===== src/sv/llcbc_pkg.sv =====
// ----------------------------------------------------------------------------
// llcbc_pkg - shared types for the locked lru chunk buffer cache
// Slot count, field widths, state machine, status codes and the
// request/result structs.
// ----------------------------------------------------------------------------
package llcbc_pkg;

  // slot table geometry
  localparam int NUM_SLOTS = 8;
  localparam int SLOT_W    = $clog2(NUM_SLOTS);

  // field widths
  localparam int CHUNK_W   = 24;
  localparam int PIN_W     = 8;
  localparam int STAMP_W   = 32;
  localparam int OUT_SLOT_W = 6;

  localparam logic [PIN_W-1:0]   PIN_MAX   = '1;
  localparam logic [STAMP_W-1:0] CLOCK_MAX = '1;

  // request operation
  typedef enum logic [0:0] {
    OP_ACQUIRE = 1'b0,
    OP_RELEASE = 1'b1
  } op_t;

  // result status codes
  typedef enum logic [2:0] {
    ST_HIT      = 3'd0,
    ST_ALLOC    = 3'd1,
    ST_NOFREE   = 3'd2,
    ST_RELEASED = 3'd3,
    ST_RELERR   = 3'd4,
    ST_PINFULL  = 3'd5
  } status_t;

  // controller states
  typedef enum logic [1:0] {
    S_IDLE,
    S_SCAN,
    S_FINISH
  } state_t;

  typedef struct packed {
    op_t                op;
    logic [CHUNK_W-1:0] chunk_index;
  } req_t;

  typedef struct packed {
    status_t               status;
    logic [OUT_SLOT_W-1:0] slot;
    logic [PIN_W-1:0]      pin_count;
  } rsp_t;

  // controller -> datapath
  typedef struct packed {
    logic load_req;
    logic scan_step;
    logic commit;
  } cmd_t;

  // datapath -> controller
  typedef struct packed {
    logic scan_last;
    logic out_free;
  } sts_t;

endpackage


===== src/sv/llcbc_ctrl.sv =====
// ----------------------------------------------------------------------------
// llcbc_ctrl - request sequencer
// Takes one request, steps the datapath through the slot scan, then
// commits the update and result once the output register is free.
// ----------------------------------------------------------------------------
module llcbc_ctrl (
  input  logic              clk,
  input  logic              rst,
  input  logic              in_valid,
  output logic              in_stall,
  input  llcbc_pkg::sts_t   sts,
  output llcbc_pkg::cmd_t   cmd
);

  llcbc_pkg::state_t state, state_next;

  // state register
  always_ff @(posedge clk) begin
    if (rst) begin
      state <= llcbc_pkg::S_IDLE;
    end else begin
      state <= state_next;
    end
  end

  // next state and commands
  always_comb begin
    state_next    = state;
    in_stall      = 1'b1;
    cmd.load_req  = 1'b0;
    cmd.scan_step = 1'b0;
    cmd.commit    = 1'b0;
    unique case (state)
      llcbc_pkg::S_IDLE: begin
        in_stall = 1'b0;
        if (in_valid) begin
          cmd.load_req = 1'b1;
          state_next   = llcbc_pkg::S_SCAN;
        end
      end
      llcbc_pkg::S_SCAN: begin
        cmd.scan_step = 1'b1;
        if (sts.scan_last) begin
          state_next = llcbc_pkg::S_FINISH;
        end
      end
      llcbc_pkg::S_FINISH: begin
        if (sts.out_free) begin
          cmd.commit = 1'b1;
          state_next = llcbc_pkg::S_IDLE;
        end
      end
      default: begin
        state_next = llcbc_pkg::S_IDLE;
      end
    endcase
  end

endmodule


===== src/sv/llcbc_dp.sv =====
// ----------------------------------------------------------------------------
// llcbc_dp - slot table and scan datapath
// Holds the slot registers and access clock, walks one slot per cycle
// looking for a match and the oldest unpinned slot, then applies the
// update and loads the result register.
// ----------------------------------------------------------------------------
module llcbc_dp (
  input  logic              clk,
  input  logic              rst,
  input  llcbc_pkg::req_t   in_item,
  input  llcbc_pkg::cmd_t   cmd,
  output llcbc_pkg::sts_t   sts,
  output logic              out_valid,
  input  logic              out_stall,
  output llcbc_pkg::rsp_t   out_item
);

  // slot table
  logic                            slot_valid [llcbc_pkg::NUM_SLOTS];
  logic [llcbc_pkg::CHUNK_W-1:0]   slot_chunk [llcbc_pkg::NUM_SLOTS];
  logic [llcbc_pkg::PIN_W-1:0]     slot_pins  [llcbc_pkg::NUM_SLOTS];
  logic [llcbc_pkg::STAMP_W-1:0]   slot_stamp [llcbc_pkg::NUM_SLOTS];
  logic [llcbc_pkg::STAMP_W-1:0]   access_clock;

  // request and scan registers
  llcbc_pkg::req_t                 req;
  logic [llcbc_pkg::SLOT_W-1:0]    scan_idx;
  logic                            match_found;
  logic [llcbc_pkg::SLOT_W-1:0]    match_idx;
  logic [llcbc_pkg::PIN_W-1:0]     match_pins;
  logic                            best_found;
  logic [llcbc_pkg::SLOT_W-1:0]    best_idx;
  logic [llcbc_pkg::STAMP_W-1:0]   best_stamp;

  // scan compare on the current slot
  logic                            cur_match;
  logic                            cur_free;
  logic [llcbc_pkg::STAMP_W-1:0]   cur_stamp;

  assign cur_match = slot_valid[scan_idx] && (slot_chunk[scan_idx] == req.chunk_index);
  assign cur_free  = (slot_pins[scan_idx] == '0);
  assign cur_stamp = slot_valid[scan_idx] ? slot_stamp[scan_idx] : '0;

  assign sts.scan_last = (scan_idx == llcbc_pkg::SLOT_W'(llcbc_pkg::NUM_SLOTS - 1));
  assign sts.out_free  = !out_valid || !out_stall;

  always_ff @(posedge clk) begin
    if (cmd.load_req) begin
      req <= in_item;
    end
  end

  // scan bookkeeping
  always_ff @(posedge clk) begin
    if (rst) begin
      scan_idx    <= '0;
      match_found <= 1'b0;
      best_found  <= 1'b0;
    end else if (cmd.load_req) begin
      scan_idx    <= '0;
      match_found <= 1'b0;
      best_found  <= 1'b0;
    end else if (cmd.scan_step) begin
      scan_idx <= scan_idx + 1'b1;
      if (cur_match && !match_found) begin
        match_found <= 1'b1;
        match_idx   <= scan_idx;
        match_pins  <= slot_pins[scan_idx];
      end
      if (cur_free && (!best_found || (cur_stamp < best_stamp))) begin
        best_found <= 1'b1;
        best_idx   <= scan_idx;
        best_stamp <= cur_stamp;
      end
    end
  end

  // decision at commit
  llcbc_pkg::rsp_t               rsp;
  logic                          wr_en;
  logic                          wr_alloc;
  logic                          wr_touch;
  logic [llcbc_pkg::SLOT_W-1:0]  wr_idx;
  logic [llcbc_pkg::PIN_W-1:0]   wr_pins;

  always_comb begin
    rsp.status    = llcbc_pkg::ST_NOFREE;
    rsp.slot      = '0;
    rsp.pin_count = '0;
    wr_en    = 1'b0;
    wr_alloc = 1'b0;
    wr_touch = 1'b0;
    wr_idx   = match_idx;
    wr_pins  = match_pins;
    if (req.op == llcbc_pkg::OP_ACQUIRE) begin
      if (match_found) begin
        rsp.slot = llcbc_pkg::OUT_SLOT_W'(match_idx);
        if (match_pins == llcbc_pkg::PIN_MAX) begin
          rsp.status    = llcbc_pkg::ST_PINFULL;
          rsp.pin_count = llcbc_pkg::PIN_MAX;
        end else begin
          wr_en         = 1'b1;
          wr_touch      = 1'b1;
          wr_pins       = match_pins + 1'b1;
          rsp.status    = llcbc_pkg::ST_HIT;
          rsp.pin_count = wr_pins;
        end
      end else if (best_found) begin
        wr_en         = 1'b1;
        wr_alloc      = 1'b1;
        wr_touch      = 1'b1;
        wr_idx        = best_idx;
        wr_pins       = llcbc_pkg::PIN_W'(1);
        rsp.status    = llcbc_pkg::ST_ALLOC;
        rsp.slot      = llcbc_pkg::OUT_SLOT_W'(best_idx);
        rsp.pin_count = wr_pins;
      end
    end else begin
      if (!match_found) begin
        rsp.status = llcbc_pkg::ST_RELERR;
      end else if (match_pins == '0) begin
        rsp.status = llcbc_pkg::ST_RELERR;
        rsp.slot   = llcbc_pkg::OUT_SLOT_W'(match_idx);
      end else begin
        wr_en         = 1'b1;
        wr_pins       = match_pins - 1'b1;
        rsp.status    = llcbc_pkg::ST_RELEASED;
        rsp.slot      = llcbc_pkg::OUT_SLOT_W'(match_idx);
        rsp.pin_count = wr_pins;
      end
    end
  end

  // slot table update, control part
  always_ff @(posedge clk) begin
    if (rst) begin
      for (int i = 0; i < llcbc_pkg::NUM_SLOTS; i++) begin
        slot_valid[i] <= 1'b0;
        slot_pins[i]  <= '0;
      end
      access_clock <= llcbc_pkg::STAMP_W'(1);
    end else if (cmd.commit && wr_en) begin
      slot_pins[wr_idx] <= wr_pins;
      if (wr_alloc) begin
        slot_valid[wr_idx] <= 1'b1;
      end
      if (wr_touch && (access_clock != llcbc_pkg::CLOCK_MAX)) begin
        access_clock <= access_clock + 1'b1;
      end
    end
  end

  // slot table update, payload part
  always_ff @(posedge clk) begin
    if (cmd.commit && wr_en) begin
      if (wr_alloc) begin
        slot_chunk[wr_idx] <= req.chunk_index;
      end
      if (wr_touch) begin
        slot_stamp[wr_idx] <= access_clock;
      end
    end
  end

  // result register
  always_ff @(posedge clk) begin
    if (rst) begin
      out_valid <= 1'b0;
    end else if (cmd.commit) begin
      out_valid <= 1'b1;
    end else if (!out_stall) begin
      out_valid <= 1'b0;
    end
  end

  always_ff @(posedge clk) begin
    if (cmd.commit) begin
      out_item <= rsp;
    end
  end

endmodule


===== src/sv/locked_lru_chunk_buffer_cache_core.sv =====
// ----------------------------------------------------------------------------
// locked_lru_chunk_buffer_cache_core - pinned lru chunk buffer cache
// Acquire and release of chunk buffer slots with pin counts and
// lru replacement over unpinned slots.
// ----------------------------------------------------------------------------
//
//   channel   handshake            payload
//   -------   ------------------   ------------------------------------
//   request   in_valid / in_stall  in_item  (op, chunk_index)
//   result    out_valid/ out_stall out_item (status, slot, pin_count)
//
// each request is latched, then the slot table is scanned slot by slot for the
// match / oldest-unpinned slot, then the update and result are committed.
// one result per request; a finished result waits in the output register
// while the next request is taken, and the commit waits if it is still held.
// reset (synchronous, active high) clears all slots and sets the clock to 1.
module locked_lru_chunk_buffer_cache_core (
  input  logic              clk,
  input  logic              rst,
  input  logic              in_valid,
  output logic              in_stall,
  input  llcbc_pkg::req_t   in_item,
  output logic              out_valid,
  input  logic              out_stall,
  output llcbc_pkg::rsp_t   out_item
);

  llcbc_pkg::cmd_t cmd;
  llcbc_pkg::sts_t sts;

  // sequencer
  llcbc_ctrl u_ctrl (
    .clk      (clk),
    .rst      (rst),
    .in_valid (in_valid),
    .in_stall (in_stall),
    .sts      (sts),
    .cmd      (cmd)
  );

  // slot table and scan
  llcbc_dp u_dp (
    .clk       (clk),
    .rst       (rst),
    .in_item   (in_item),
    .cmd       (cmd),
    .sts       (sts),
    .out_valid (out_valid),
    .out_stall (out_stall),
    .out_item  (out_item)
  );

  // a taken request blocks the port until its result is committed
  a_busy_after_accept: assert property (@(posedge clk) disable iff (rst)
    (in_valid && !in_stall) |=> in_stall)
    else $error("request port open right after a request was taken");

  // a no free slot result reports slot and pins as zero
  a_nofree_zero: assert property (@(posedge clk) disable iff (rst)
    (out_valid && (out_item.status == llcbc_pkg::ST_NOFREE)) |->
      ((out_item.slot == '0) && (out_item.pin_count == '0)))
    else $error("no free slot result carries a slot or pin count");

  // allocation always leaves exactly one pin
  a_alloc_one_pin: assert property (@(posedge clk) disable iff (rst)
    (out_valid && (out_item.status == llcbc_pkg::ST_ALLOC)) |->
      (out_item.pin_count == llcbc_pkg::PIN_W'(1)))
    else $error("allocated slot does not report one pin");

  // a hit leaves the slot pinned
  a_hit_pinned: assert property (@(posedge clk) disable iff (rst)
    (out_valid && (out_item.status == llcbc_pkg::ST_HIT)) |->
      (out_item.pin_count != '0))
    else $error("hit reports zero pins");

endmodule


===== config.mk =====
export PLATFORM = sky130hd
export DESIGN_NAME = locked_lru_chunk_buffer_cache_core
export DESIGN_NICKNAME = d
export VERILOG_FILES = /design/src/sv/llcbc_pkg.sv /design/src/sv/llcbc_ctrl.sv /design/src/sv/llcbc_dp.sv /design/src/sv/locked_lru_chunk_buffer_cache_core.sv
export SDC_FILE = /design/constraint.sdc
export NUM_CORES = 1
export LEC_CHECK = 0
export BUFFER_PORTS_ARGS = -buffer_cell sky130_fd_sc_hd__clkbuf_2
export CAP_MARGIN = 10
export CELL_PAD_IN_SITES_DETAIL_PLACEMENT = 0
export CELL_PAD_IN_SITES_GLOBAL_PLACEMENT = 1
export CORE_UTILIZATION = 59
export DETAILED_ROUTE_END_ITERATION = 6
export MAX_ROUTING_LAYER = met4
export PLACE_DENSITY_LB_ADDON = 0.1
export SYNTH_ARGS = -nofsm -noshare
export SYNTH_HDL_FRONTEND = slang
export SYNTH_SLANG_ARGS = --single-unit

===== constraint.sdc =====
create_clock -name clk -period 9.3 [get_ports clk]
set_input_delay 0.93 -clock clk [delete_from_list [all_inputs] [get_ports clk]]
set_output_delay 0.93 -clock clk [all_outputs]
set_load 0.005 [all_outputs]

==> results.py <==
metrics = {
    "timing": {
        "slew_viol_final": 0,
        "worst_pin_slew_ns": 1.11,
        "hold_violations": 0,
        "rsz0062_at_grt": "no",
        "clock.fmax_ghz": 0.186,
        "post-route-period-util": 0.579,
        "max_slew_margin": 0.252,
        "hold-worst-slack_ns": 0.473,
        "final.setup.tns_ns": 0,
        "fin_crit_ns": 5.38,
        "setup_violations": 0,
        "clock_skew_ns": 0.0162,
    },
    "cells_and_area": {
        "drive_above_1_share": 0.224,
        "n_antenna_cell": 0,
        "fillers": 3042,
        "multiInputGateArea_um2": 7040,
        "fin_nets": 1631,
        "regArea_um2": 19000,
        "fin_cells": 2205,
        "area_delta_synth_final_pct": 11.9,
    },
    "worst_setup_path": {
        "crit_type": "register to register",
        "crit_arrival_ns": 5.58,
        "required_ns": 9.50,
        "path_max_fanout": 50,
        "start_kind": "register",
        "setup.worst_path.end_class": "register",
    },
    "logic_synthesis": {
        "synth.distinct_cells": 70,
        "synth_area_per_cell_um2": 17.8,
        "syn_inst": 1482,
        "synthArstFlopShare": 0,
        "ys_seq_elements": 648,
        "synth_area_um2": 26400,
        "synth_seq_area_share": 0.719,
        "ys.flop_type": "edfxtp_1",
        "ys_warn_count": 0,
        "synth_edf_count": 597,
    },
    "route": {
        "first_pass_iters": 7,
        "antenna_left": 0,
        "wl_per_cell_um": 23.6,
        "routed_wl_mm": 52.0,
        "drt_iter0_drc": 968,
        "drc_errors": 2,
        "viasPerCell": 6.00,
        "num_vias": 13237,
    },
    "outcome": {
        "outcome": "finished with violations",
        "violations": "DRC",
    },
    "power_and_ir_drop": {
        "vdd.ir_drop.worst_v": 0.000182,
        "p_leak_nw": 8.93,
        "powerDensity_nw_per_um2": 201,
    },
    "clock_network": {
        "cts_sinks": 648,
        "htree_num_levels": 3,
        "cts_buffer_depth": 3,
        "path_clk_slew_ns": 0.06,
        "postCtsHoldBufs": 0,
        "clkLatencyLatePin_ns": 0.58,
        "cts_resized": 0,
        "cts_buffers": 67,
        "cts_root_buf": "clkbuf_16",
        "cts_setup_buffers": 0,
        "cts_tree": "yes",
    },
    "global_routing": {
        "grt_overflow": 0,
        "grt_pass1_wl_mm": 79.2,
        "grt_max_degree": 58,
        "grt_pass1_vias": 13543,
        "grt.total_usage": 0.246,
        "antenna_found_initial": 0,
    },
    "place": {
        "dp_hpwl_mm": 29.1,
        "port_buffers": 44,
        "placed_cells": 2085,
        "gp_congestion": 0.808,
    },
    "floorplan": {
        "core_area_um2": 44100,
        "pin_count": 48,
        "start_util": 0.597,
        "rows": 77,
        "dieWidth_um": 213,
        "dieArea_um2": 45500,
        "fp.dieH_um": 213,
    },
    "job": {
        "cap_violations": 0,
    },
    "min_path": {
        "hp-class": "register to register",
    },
}
==> kinds of logic after synthesis <==
kind of cell / after synthesis / share of synthesized area
DFF: 648 / 0.719
and+or+nand+nor: 331 / 0.0597
muxes: 201 / 0.139
AOI/OAI and AO/OA: 107 / 0.0297
buffers and inverters: 106 / 0.0181
xor gates and xnor gates: 49 / 0.0163
adders and majority gates: 39 / 0.0185
other: 1 / 0.000142
==> synth_stat cells (12+ instances only) <==
library cell | count | share of area
edfxtp_1 | 597 | 0.68
nand3_1 | 20 | 0.0038
nand2_1 | 35 | 0.0050
nor2_1 | 176 | 0.025
nor3_1 | 12 | 0.0023
a21oi_1 | 23 | 0.0044
inv_1 | 43 | 0.0061
o21ai_0 | 24 | 0.0046
clkbuf_1 | 21 | 0.0030
xor2_1 | 13 | 0.0043
ha_1 | 39 | 0.019
mux4_2 | 130 | 0.11
dfxtp_1 | 51 | 0.039
nand2b_1 | 16 | 0.0038
buf_2 | 18 | 0.0034
xnor2_1 | 36 | 0.012
mux2i_1 | 61 | 0.023
==> layer usage <==
metal,global-route usage,share of wire
met1,0.329,0.43
met2,0.394,0.50
met3,0.0332,0.046
met4,0.0818,0.023
met5,-,0
==> worst paths after layout <==
check / cells after the start / start / endpoint / slack, ns
setup / recovery: 11 / register / u_dp.best_stamp[10] / 3.92
hold / removal: 2 / u_dp.slot_valid[4] / u_dp.slot_valid[4] / 0.47
setup reg to reg: 11 / register / u_dp.best_stamp[10] / 3.92
hold reg to reg: 2 / u_dp.slot_valid[4] / u_dp.slot_valid[4] / 0.47
==> registers in the layout, summed over array words and instances (netlist names), 2 cells and up, named ones only <==
register and cells:
u_dp.slot_stamp 256, u_dp.slot_chunk 192, u_dp.slot_pins 64, u_dp.access_clock 32, u_dp.best_stamp 32, u_dp.req 25, u_dp.out_item 14, u_dp.match_pins 8
u_dp.slot_valid 8, u_dp.best_idx 3, u_dp.match_idx 3, u_dp.scan_idx 3, u_ctrl.state 2
==> stage by stage <==
step           cell area, um^2  setup slack [ns]  power, mW   util
2_1_floorplan            26400              4.16       3.34      -
3_3_place_gp             27300              3.84       3.38  0.619
3_5_place_dp             27300              3.79       3.38  0.619
4_1_cts                  29500              3.76       5.97  0.668
5_1_grt                  29500              3.55       6.09  0.668
6_report                 29500              3.92       5.91  0.668
==> critical path, stage by stage, from the launching register on <==
cell and delay [ns]:
dfxtp_4 0.75, buf_4 0.81, buf_4 0.66, mux4_2 0.40, mux2i_1 0.23, nor2_1 0.09, ha_1 0.31, a21o_1 0.15
a21oi_1 0.20, nand3_1 0.10, a221oi_1 0.38, o311a_2 0.84
==> final cells by class <==
| type | instances | share of cell area |
|---|---|---|
| Multi-Input combinational cell | 730 | 0.239 |
| Timing Repair Buffer | 73 | 0.0149 |
| Inverter | 43 | 0.00547 |
| Tap cell | 592 | 0.0251 |
| Clock inverter | 24 | 0.00789 |
| Sequential cell | 648 | 0.643 |
| Clock buffer | 95 | 0.0650 |
==> power breakdown <==
group	internal (mW)	switching, mW	total [mW]
registers	3.17	0.0268	3.20
clock network	1.55	1.05	2.60
logic	0.0566	0.0584	0.115
total	4.78	1.14	5.91
==> cells in the final DEF, fill, tap and decap left out, types with 8 or more instances in the layout <==
cell         n
a21oi_1     22
xnor2_1     36
dfxtp_1     48
edfxtp_1   597
nor2_1     159
clkbuf_2    44
nor4_1      11
o21ai_0     24
mux2i_1     60
nand2_1     35
ha_1        39
a21o_1      11
xor2_1      13
inv_1       43
clkbuf_1    19
nor2_4       8
nor2_2       9
buf_4       28
mux2_2      10
clkbuf_16   71
nand4_1     10
nor3_1      11
mux4_2     130
nand3_1     20
or3_1       11
clkinv_2     8
nand2b_1    16
No activity file was read; power rests on OpenSTA's default activity.
